--- config.mk ---
export PLATFORM = sky130hd
export DESIGN_NAME = pbd_cell
export DESIGN_NICKNAME = d
export VERILOG_FILES = /design/src/sv/pbd_pkg.sv /design/src/sv/pbd_cell.sv
export SDC_FILE = /design/constraint.sdc
export NUM_CORES = 1
export LEC_CHECK = 0
export ABC_AREA = 1
export BUFFER_PORTS_ARGS = -buffer_cell sky130_fd_sc_hd__buf_2
export CAP_MARGIN = 5
export CORE_ASPECT_RATIO = 1.1
export CORE_MARGIN = 5
export CORE_UTILIZATION = 45
export DETAILED_ROUTE_END_ITERATION = 6
export GPL_TIMING_DRIVEN = 0
export HOLD_SLACK_MARGIN = 0.06
export PLACE_DENSITY = 0.72
export SLEW_MARGIN = 20
export SYNTH_ARGS = -nofsm -noshare
export SYNTH_HDL_FRONTEND = slang
export SYNTH_SLANG_ARGS = --single-unit
--- constraint.sdc ---
create_clock -name aclk -period 8.7 [get_ports aclk]
set_clock_uncertainty 0.05 [all_clocks]
set_input_delay 0.87 -clock aclk [delete_from_list [all_inputs] [get_ports aclk]]
set_output_delay 0.87 -clock aclk [all_outputs]
set_load 0.05 [all_outputs]
--- src/sv/pbd_pkg.sv ---
// ---------------------------------------------------------------------------
// Point bearing package
// Accumulator format, arctangent table and the tag that travels with an item.
// ---------------------------------------------------------------------------
`default_nettype none

package pbd_pkg;

    localparam int ACC_FRAC     = 20;
    localparam int CORDIC_GUARD = 16;
    localparam int ZW           = 32;
    localparam int TABLE_LEN    = 24;

    typedef logic signed [ZW-1:0] acc_t;

    // Arctangent of 2^-i in units of 2^-20 degree.
    localparam acc_t ATAN_TAB [0:TABLE_LEN-1] = '{
        32'sd47185920, 32'sd27855475, 32'sd14718068, 32'sd7471121,
        32'sd3750058,  32'sd1876857,  32'sd938658,   32'sd469357,
        32'sd234682,   32'sd117342,   32'sd58671,    32'sd29335,
        32'sd14668,    32'sd7334,     32'sd3667,     32'sd1833,
        32'sd917,      32'sd458,      32'sd229,      32'sd115,
        32'sd57,       32'sd29,       32'sd14,       32'sd7
    };

    typedef enum logic [1:0] {
        CARD_UP,
        CARD_RIGHT,
        CARD_DOWN,
        CARD_LEFT
    } card_t;

    typedef struct packed {
        logic  special;
        card_t card;
    } tag_t;

endpackage

`default_nettype wire

--- src/sv/pbd_cell.sv ---
// ---------------------------------------------------------------------------
// Point bearing CORDIC cell
// One registered vectoring micro-rotation with its own valid and ready.
// ---------------------------------------------------------------------------
`default_nettype none

module pbd_cell #(
    parameter int DW    = 35,
    parameter int STAGE = 0
) (
    input  logic                 aclk,
    input  logic                 aresetn,
    input  logic                 in_valid,
    output logic                 in_ready,
    input  logic signed [DW-1:0] in_x,
    input  logic signed [DW-1:0] in_y,
    input  pbd_pkg::acc_t        in_z,
    input  pbd_pkg::tag_t        in_tag,
    output logic                 out_valid,
    input  logic                 out_ready,
    output logic signed [DW-1:0] out_x,
    output logic signed [DW-1:0] out_y,
    output pbd_pkg::acc_t        out_z,
    output pbd_pkg::tag_t        out_tag
);
    import pbd_pkg::*;

    logic                 valid_reg;
    logic signed [DW-1:0] x_reg, x_next;
    logic signed [DW-1:0] y_reg, y_next;
    acc_t                 z_reg, z_next;
    tag_t                 tag_reg;
    logic signed [DW-1:0] xs, ys;
    logic                 y_pos;

    assign in_ready = !valid_reg || out_ready;

    always_comb begin
        xs    = in_x >>> STAGE;
        ys    = in_y >>> STAGE;
        y_pos = !in_y[DW-1] && (in_y != '0);
        if (y_pos) begin
            x_next = in_x + ys;
            y_next = in_y - xs;
            z_next = in_z + ATAN_TAB[STAGE];
        end else begin
            x_next = in_x - ys;
            y_next = in_y + xs;
            z_next = in_z - ATAN_TAB[STAGE];
        end
    end

    always_ff @(posedge aclk) begin
        if (!aresetn) begin
            valid_reg <= 1'b0;
        end else if (in_ready) begin
            valid_reg <= in_valid;
        end
    end

    always_ff @(posedge aclk) begin
        if (in_ready && in_valid) begin
            x_reg   <= x_next;
            y_reg   <= y_next;
            z_reg   <= z_next;
            tag_reg <= in_tag;
        end
    end

    assign out_valid = valid_reg;
    assign out_x     = x_reg;
    assign out_y     = y_reg;
    assign out_z     = z_reg;
    assign out_tag   = tag_reg;

endmodule

`default_nettype wire

**Word-level counts from Yosys, hierarchy flattened**

Cells that the tools add are included.
Widths: inputs -> output; s select.

- Word-level logic and storage cells: 20
- Register bits after elaboration: 106
- Input port bits: 109

- $add $sub $neg: 5
- Reductions and logical operators: 6
- Muxes and demuxes: 3

Operator list:

| kind | number |
|---|---|
| $mux 35 | 2 |
| $sub 35x35->35 | 2 |
| $add 35x35->35 | 1 |
| $reduce_bool 35->1 | 1 |
| $add 32x27->32 const B | 1 |
| $mux 32 | 1 |
| $sub 32x27->32 const B | 1 |
| $logic_and 1x1->1 | 2 |
| $logic_not 1->1 | 2 |
| $logic_or 1x1->1 | 1 |

**Longest topological paths before layout**

Gate-level depths: netlist of run 1.

- Word-level depth: 3
- Gate-level depth with buffers: 18
- Depth with buffers taken out: 17

**Least setup slack after synthesis of run 1**

No wires, ideal clock.

- Kind: input to register
- Start: input port in_valid
- End: register tag_reg, in the netlist out_tag[0] (enable)
- Data arrival time: 5925 ps
- Stages: 2
- Data required time: 8050 ps
- Setup time: 600 ps
- Slack: 2125 ps
- Path through: inv_1 -> a21oi_1

- Longest elaborated chain between the ends: 1

Ends and longest elaborated chain:

| element | line | text |
|---|---|---|
| start, declared | pbd_cell.sv:13 | `input logic in_valid,` |
| $logic_and 1x1->1 | pbd_cell.sv:62 | `if (in_ready && in_valid) begin` |
| end signal, assigned | pbd_cell.sv:66 | `tag_reg <= in_tag;` |
| end, declared | pbd_cell.sv:32 | `tag_t tag_reg;` |

No other way between the ends.
A chain may end at the register's enable or synchronous reset.

**Worst setup path in the final report of run 1**

- Start: input port in_y[30]
- End: register z_reg[29] (netlist: out_z[29]), data pin

- Longest elaborated chain between the ends: 3

Ends and longest elaborated chain:

| element | line | text |
|---|---|---|
| start, declared | pbd_cell.sv:16 | `input logic signed [DW-1:0] in_y,` |
| $reduce_bool 35->1 | pbd_cell.sv:41 | `y_pos = !in_y[DW-1] && (in_y != '0);` |
| $logic_and 1x1->1 | pbd_cell.sv:41 |  |
| $mux 32 | pbd_cell.sv:42 | `if (y_pos) begin` |
| net z_next[29] | pbd_cell.sv:31 | `acc_t z_reg, z_next;` |
| end signal, assigned | pbd_cell.sv:65 | `z_reg <= z_next;` |
| end, declared | pbd_cell.sv:31 |  |

The timed path passes the listed nets, and every way through them passes these cells.

==> results.json, run 1 <==
{
  "rr_endpoint": "out_x[28]",
  "cp.required_ns": 8.78,
  "final_layout_size_suffix_gt1_share_pct": 17.40,
  "rows": 61,
  "via_per_inst": 5.468,
  "crit_path_max_fanout": 17,
  "start_util_pct": 45.41,
  "synth.largest_area_cell": "edfxtp_1",
  "core-area_mm2": 0.02511,
  "clock-sinks": 105,
  "powerDensity_mw_per_mm2": 151.3,
  "dieArea_mm2": 0.02863,
  "grt_start_max_net_pins": 26,
  "yosys_warnings": 0,
  "setup_tns_ns": 0,
  "die_h_um": 177.0,
  "routedWlPerCell_um": 19.11,
  "hold_viol_final": 0,
  "antenna_found_initial": 1,
  "clk-insertion-delay-late_ns": 0.37,
  "ys_seq_area_share_pct": 27.57,
  "cts_root_buf": "clkbuf_16",
  "drv.max_cap_violation_count": 0,
  "hpwl_um": 36210,
  "crit_family": "simple AND/OR/NAND/NOR gates",
  "place.port_buffers": 215,
  "holdCritPathClass": "register to register",
  "tritoncts": "done",
  "drtAntennaViolNets": 0,
  "worst_pin_slew_ns": 0.7673,
  "netlist-cell-type-count": 45,
  "synthFlopType": "edfxtp_1",
  "path_cells": "buf_2 -> inv_1 -> nand4_1 -> nor3_1 -> nand4_1 -> nand2_1 -> buf_4 -> buf_2 -> ha_1 -> a21oi_1 -> nand2_1 -> nand2_1 -> nand2_1 -> a21oi_1 -> o21ai_0 -> nand3_1 -> nand3_1 -> nand2_1",
  "hold_start": "out_valid",
  "reg2reg_slack_ns": 6.88,
  "cp-end-kind": "register",
  "critPathKind": "input pin to register",
  "status": "finished, final reports clean",
  "power_leakage_nw": 6.866,
  "crit_cells": 18,
  "cp_slowest_cell": "buf_2",
  "hold_depth": 2,
  "gp_congestion": 1.001,
  "async_flop_share_pct": 0,
  "syn_to_final_growth_pct": 16.78,
  "gr-usage-all-layers_pct": 29.27,
  "synth_edf_count": 104,
  "drc": 0,
  "rsz0062_at_grt": "no",
  "syn_area_per_cell_um2": 6.771,
  "r2r-start": "out_valid",
  "syn_nets": 1909,
  "ys_ff_latch": 105,
  "wl_um": 42700,
  "fin_nets": 2139,
  "period_needed_ns": 4.071,
  "cts_post_setup_buffers_inserted": 0,
  "finalPower_mw": 2.014,
  "synth_area_mm2": 0.01140,
  "dieWidth_um": 161.8,
  "ir_drop_v": 0.00009346,
  "maxSlewViolCount": 0,
  "grt_pass1_vias": 11820,
  "post_cts_resized": 0,
  "vias": 12220,
  "critPathArrivalTime_ns": 4.15,
  "h-tree-depth": 3,
  "first_pass_iters": 6,
  "cts_inserted_buffers": 9,
  "cp-start-kind": "input pin",
  "syn_inst": 1684,
  "max_freq_ghz": 0.2456,
  "crit_buf_inv": 4,
  "worstRegToRegCells": 3,
  "hold_end": "out_valid",
  "finalWorstSetupSlack_ns": 4.629,
  "max_slew_margin_pct": 48.84,
  "drt_iter0_markers": 1269,
  "cts_hold_buf": 0,
  "grt_first_pass_wirelength_um": 64580,
  "dp_worst_setup_slack_ns": 4.280,
  "overflow": 0,
  "fin_crit_sh_pct": 46.79,
  "slowest_delay_ns": 0.46,
  "diodes": 0,
  "timing.critical_path.mode_cell": "nand2_1",
  "synth_top_area_share_pct": 27.39,
  "ys_top_cells_by_area": "edfxtp_1 27%, nand2_1 16%, ha_1 12%",
  "cts_buffer_depth": 2,
  "clkTransAtPathRegs_ns": 0.09,
  "ios": 216,
  "setup_viol": 0
}
Yosys cell counts (2+ instances only):
library cell and count:
a21boi_0 5, a21o_1 9, a21oi_1 123, a21oi_2 5, a31oi_1 3, and2_1 2
buf_2 16, buf_4 24, buf_6 3, clkbuf_1 2, edfxtp_1 104, fa_1 4
ha_1 112, inv_1 242, inv_2 11, nand2_1 480, nand2_2 11, nand3_1 151
nand3_2 5, nand4_1 18, nor2_1 138, nor2_2 8, nor2_4 4, nor3_1 16
nor3_2 3, o211ai_1 2, o211ai_2 3, o21ai_0 83, o21ai_1 17, o21bai_1 19
or2_2 3, xnor2_1 2, xor2_1 44
cell families (layout without fill, tap and decap cells):
| kind of cell | count (synthesis) | in the layout | share of synthesized area, % |
|---|---|---|---|
| buffers and inverters | 298 | 533 | 10.97 |
| adders and majority gates | 116 | 116 | 12.99 |
| DFF | 105 | 105 | 27.57 |
| xor gates and xnor gates | 46 | 46 | 3.533 |
| AOI/OAI and AO/OA | 275 | 275 | 13.39 |
| and+or+nand+nor | 844 | 844 | 31.55 |
power breakdown:
| group | leakage [nW] | switching, mW | internal [mW] |
|---|---|---|---|
| clock | 0.156 | 0.228 | 0.211 |
| sequential | 1.02 | 0.0131 | 0.629 |
| combinational | 5.69 | 0.680 | 0.253 |
| total | 6.87 | 0.921 | 1.09 |
sequential cells by signal (all words and copies together) (netlist names):
name       flops
out_valid      1
out_z         32
out_x         34
out_y         35
out_tag        3
routing by layer:
layer  routed length [µm]  track usage (%)
met3                 3237            3.890
met1                18480            39.79
met4                 1414            10.22
met5                    0                0
met2                19560            48.08
worst max path at each step:
stage | to | slack, ns | start
final | out_z[29] | 4.63 | in_y[30]
after global routing | out_z[29] | 4.42 | in_y[1]
after CTS | out_z[29] | 4.67 | in_y[30]
after global placement | out_x[30] | 0.05 | in_valid
after floorplan | out_tag[0] | 2.12 | in_valid
after detailed placement | out_z[29] | 4.28 | in_y[30]
through the flow:
step           instance area [µm²]  hold slack (ns)  util (%)  std cells
2_1_floorplan                11400           0.9189         -       1684
3_3_place_gp                 12870           0.4391     51.26       2214
3_5_place_dp                 12990           0.5328     51.75       2218
4_1_cts                      13320           0.5467     53.03       2234
5_1_grt                      13320           0.5754     53.03       2234
6_report                     13320           0.5371     53.03       2234
tightest hold or removal path, stage by stage, from the launching register on:
cell,delay (ns)
dfxtp_1,0.36
nand2_1,0.10
a21boi_0,0.08
layout make-up:
class,count,area (µm²)
multi-input combinational,1281,7019
buffer,45,301.5
clock inverter,7,96.34
timing repair buffer,219,1186
tap,315,394.1
clock buffer,9,225.2
sequential,105,3143
fill,2582,11800
inverter,253,949.7
cell usage in the layout, fill, tap and decap left out, drive strengths merged, types with 5 or more instances in the layout:
master	n
nand4	18
a21o	9
ha	112
nor3	19
inv	257
clkbuf	11
o21ai	100
nor2	150
buf	262
o211ai	5
edfxtp	104
xor2	44
o21bai	19
a21boi	6
a21oi	128
nand3	156
nand2	491
Power figures use the tool's default switching activity.
==> run 2: changes to the inputs <==
ABC_AREA = 0   (was 1)
PLACE_DENSITY = 0.76   (was 0.72)
clock period = 3.6 ns   (was 8.7 ns; I/O delays follow)
==> run 2 against run 1 <==
  * Synthesized area decreased by 14%
  * Worst hold slack got worse by 0.43 ns
  * Cell area shrank 12%
  * Sequential cell count is the same
  * Critical endpoint is now out_y[34]
  * Largest cell class unchanged
==> results.json, run 2 <==
{
  "critPathArrivalTime_ns": 3.57,
  "synthFlopType": "edfxtp_1",
  "clk-insertion-delay-late_ns": 0.37,
  "max_freq_ghz": 0.2848,
  "switching_share_pct": 42.68,
  "reg2reg_slack_ns": 1.85,
  "period_needed_ns": 3.512,
  "first_pass_iters": 5,
  "dieWidth_um": 150.4,
  "rows": 56,
  "yosys_warnings": 0,
  "synth.largest_area_cell": "edfxtp_1",
  "grt_pass1_vias": 9024,
  "fin_nets": 1573,
  "place.port_buffers": 215,
  "max_slew_margin_pct": 34.37,
  "hpwl_um": 26010,
  "setup_viol": 0,
  "crit_family": "compound AO/OA/AOI/OAI gates",
  "gp_congestion": 0.9932,
  "synth_edf_count": 104,
  "final_common_cell": "buf_2",
  "async_flop_share_pct": 0,
  "drt_iter0_markers": 711,
  "tritoncts": "done",
  "syn_inst": 1118,
  "synth_common_cells": "131 x a21oi_1, 112 x ha_1, 104 x edfxtp_1",
  "power_leakage_nw": 5.226,
  "cts_hold_buf": 0,
  "cp-start-kind": "input pin",
  "synth_most_common_cell": "a21oi_1",
  "intPower_mw": 2.672,
  "grt_start_max_net_pins": 62,
  "slowest_delay_ns": 0.54,
  "timing.critical_path.mode_cell": "buf_4",
  "syn_nets": 1343,
  "h-tree-depth": 3,
  "path_cells": "buf_8 -> buf_4 -> ha_1 -> buf_4 -> a21oi_1 -> nand2b_1 -> a32oi_1 -> a211o_1 -> a21boi_0 -> o21bai_1 -> nor4_1 -> a211oi_2 -> xor2_1",
  "cp.required_ns": 3.66,
  "maxSlewViolCount": 0,
  "ir_drop_v": 0.0002089,
  "gr-usage-all-layers_pct": 25.80,
  "hold_depth": 1,
  "combPwrFrac_pct": 44.0,
  "start_util_pct": 45.67,
  "largest_reg_flops": 35,
  "ios": 216,
  "synth_area_mm2": 0.009759,
  "ys_ff_latch": 105,
  "synth_top_area_share_pct": 32.00,
  "routedWlPerCell_um": 19.87,
  "via_per_inst": 5.765,
  "drv.max_cap_violation_count": 0,
  "core-area_mm2": 0.02137,
  "nFillCells": 1982,
  "grt_first_pass_wirelength_um": 49210,
  "status": "finished, final reports clean",
  "clock-sinks": 105,
  "ys_seq_area_share_pct": 32.21,
  "drc": 0,
  "antenna_found_initial": 0,
  "syn_area_per_cell_um2": 8.729,
  "netlist-cell-type-count": 75,
  "cts_inserted_buffers": 9,
  "cts_buffer_depth": 2,
  "rsz0062_at_grt": "yes",
  "overflow": 0,
  "fin_crit_sh_pct": 97.55,
  "vias": 9484,
  "final_util_pct": 55.09,
  "final_layout_size_suffix_gt1_share_pct": 22.54,
  "wl_um": 32680,
  "dieArea_mm2": 0.02474,
  "clkPwrFrac_pct": 22.0,
  "drtAntennaViolNets": 0,
  "ys_top_cells_by_area": "edfxtp_1 32%, ha_1 14%, a21oi_1 6.7%",
  "final_cell_mix": "231 x buf_2, 127 x a21oi_1, 110 x ha_1",
  "worst_pin_slew_ns": 0.9844,
  "crit_cells": 13,
  "power_frac_seq_pct": 33.9,
  "die_h_um": 164.5,
  "syn_to_final_growth_pct": 20.63,
  "crit_path_max_fanout": 10,
  "clkTransAtPathRegs_ns": 0.08,
  "hold_viol_final": 0,
  "worstRegToRegCells": 3,
  "setup_tns_ns": 0,
  "cts_root_buf": "clkbuf_16",
  "holdCritPathClass": "input pin to register",
  "critPathKind": "input pin to register",
  "p_sw_mw": 1.989,
  "powerDensity_mw_per_mm2": 395.9,
  "cp_slowest_cell": "a21boi_0",
  "crit_buf_inv": 3,
  "cp-end-kind": "register"
}
run 2: changes by cell type in the layout (fill, tap and decap cells not counted), moves of 12 or more:
cell      previous run  this run
clkbuf_1             2        19
nand2_1            480        61
nand2b_1             0        13
a21o_1               9        30
nand3_1            151        18
buf_4               24        11
xnor2_1              2        65
mux2i_1              0        14
o21ai_0             83        69
inv_1              242       103
xor2_1              44        11
nor2_1             138        95
o211ai_1             2        15
nor3_1              16        28
run 2: worst paths after layout:
check             from         to
max reg2reg  out_valid  out_y[28]
min            in_z[9]   out_z[9]
max            in_y[4]  out_y[34]
min reg2reg  out_valid  out_valid
run 2: what timing repair did:
| item | 4_1_cts | 5_1_grt |
|---|---|---|
| endpoints found under the setup margin | 21 | 6 |
| buffers inserted | 4 | 3 |
| pin swaps | 8 | 3 |
| gates resized for setup | 33 | 6 |
run 2: metrics by stage:
step           total power [mW]  hold slack [ns]  instances  instance area (µm²)  setup slack, ns
3_5_place_dp              3.601           0.4767       1624                11240           -1.680
2_1_floorplan             3.059           0.4089       1118                 9771          0.01264
5_1_grt                   4.891           0.1016       1643                11770         -0.03549
6_report                  4.661           0.1114       1645                11770          0.08815
3_3_place_gp              3.589           0.4487       1623                11210           -1.733
4_1_cts                   4.650           0.1072       1642                11740          -0.1040
run 2: power groups by stage:
| stage | logic, mW | clock network [mW] | registers (mW) |
|---|---|---|---|
| finish | 2.05 | 1.03 | 1.58 |
| detailed placement | 1.99 | 0 | 1.61 |
| global route | 2.20 | 1.10 | 1.59 |
| global placement | 1.98 | 0 | 1.61 |
| CTS | 2.03 | 1.04 | 1.58 |
| floorplan | 0.941 | 0 | 2.12 |
run 2: final cells by class:
type | instances | area (µm²) | area share [%]
Antenna cell | 2 | 5.005 | 0.04251
Buffer | 47 | 225.2 | 1.913
Clock buffer | 9 | 225.2 | 1.913
Clock inverter | 7 | 85.08 | 0.7227
Inverter | 109 | 411.6 | 3.497
Multi-Input combinational cell | 853 | 6127 | 52.05
Sequential cell | 105 | 3143 | 26.70
Tap cell | 290 | 362.8 | 3.082
Timing Repair Buffer | 223 | 1187 | 10.09
run 2: layer usage:
| metal | track usage [%] | up-vias | wire length (µm) | share of wire (%) |
|---|---|---|---|---|
| li1 | - | 4500 | - | - |
| met1 | 33.07 | 4456 | 13420 | 41 |
| met2 | 43.85 | 458 | 15540 | 48 |
| met3 | 4.638 | 70 | 2696 | 8.2 |
| met4 | 8.777 | 0 | 1029 | 3.1 |
| met5 | 0 | - | 0 | 0 |
run 2: cell families after synthesis:
group / share of synthesized area, %
compound gates: 23.81
simple gates: 14.00
buf+inv: 6.551
fa+ha+maj: 15.18
flops: 32.21
xor+xnor: 6.821
mux: 1.436
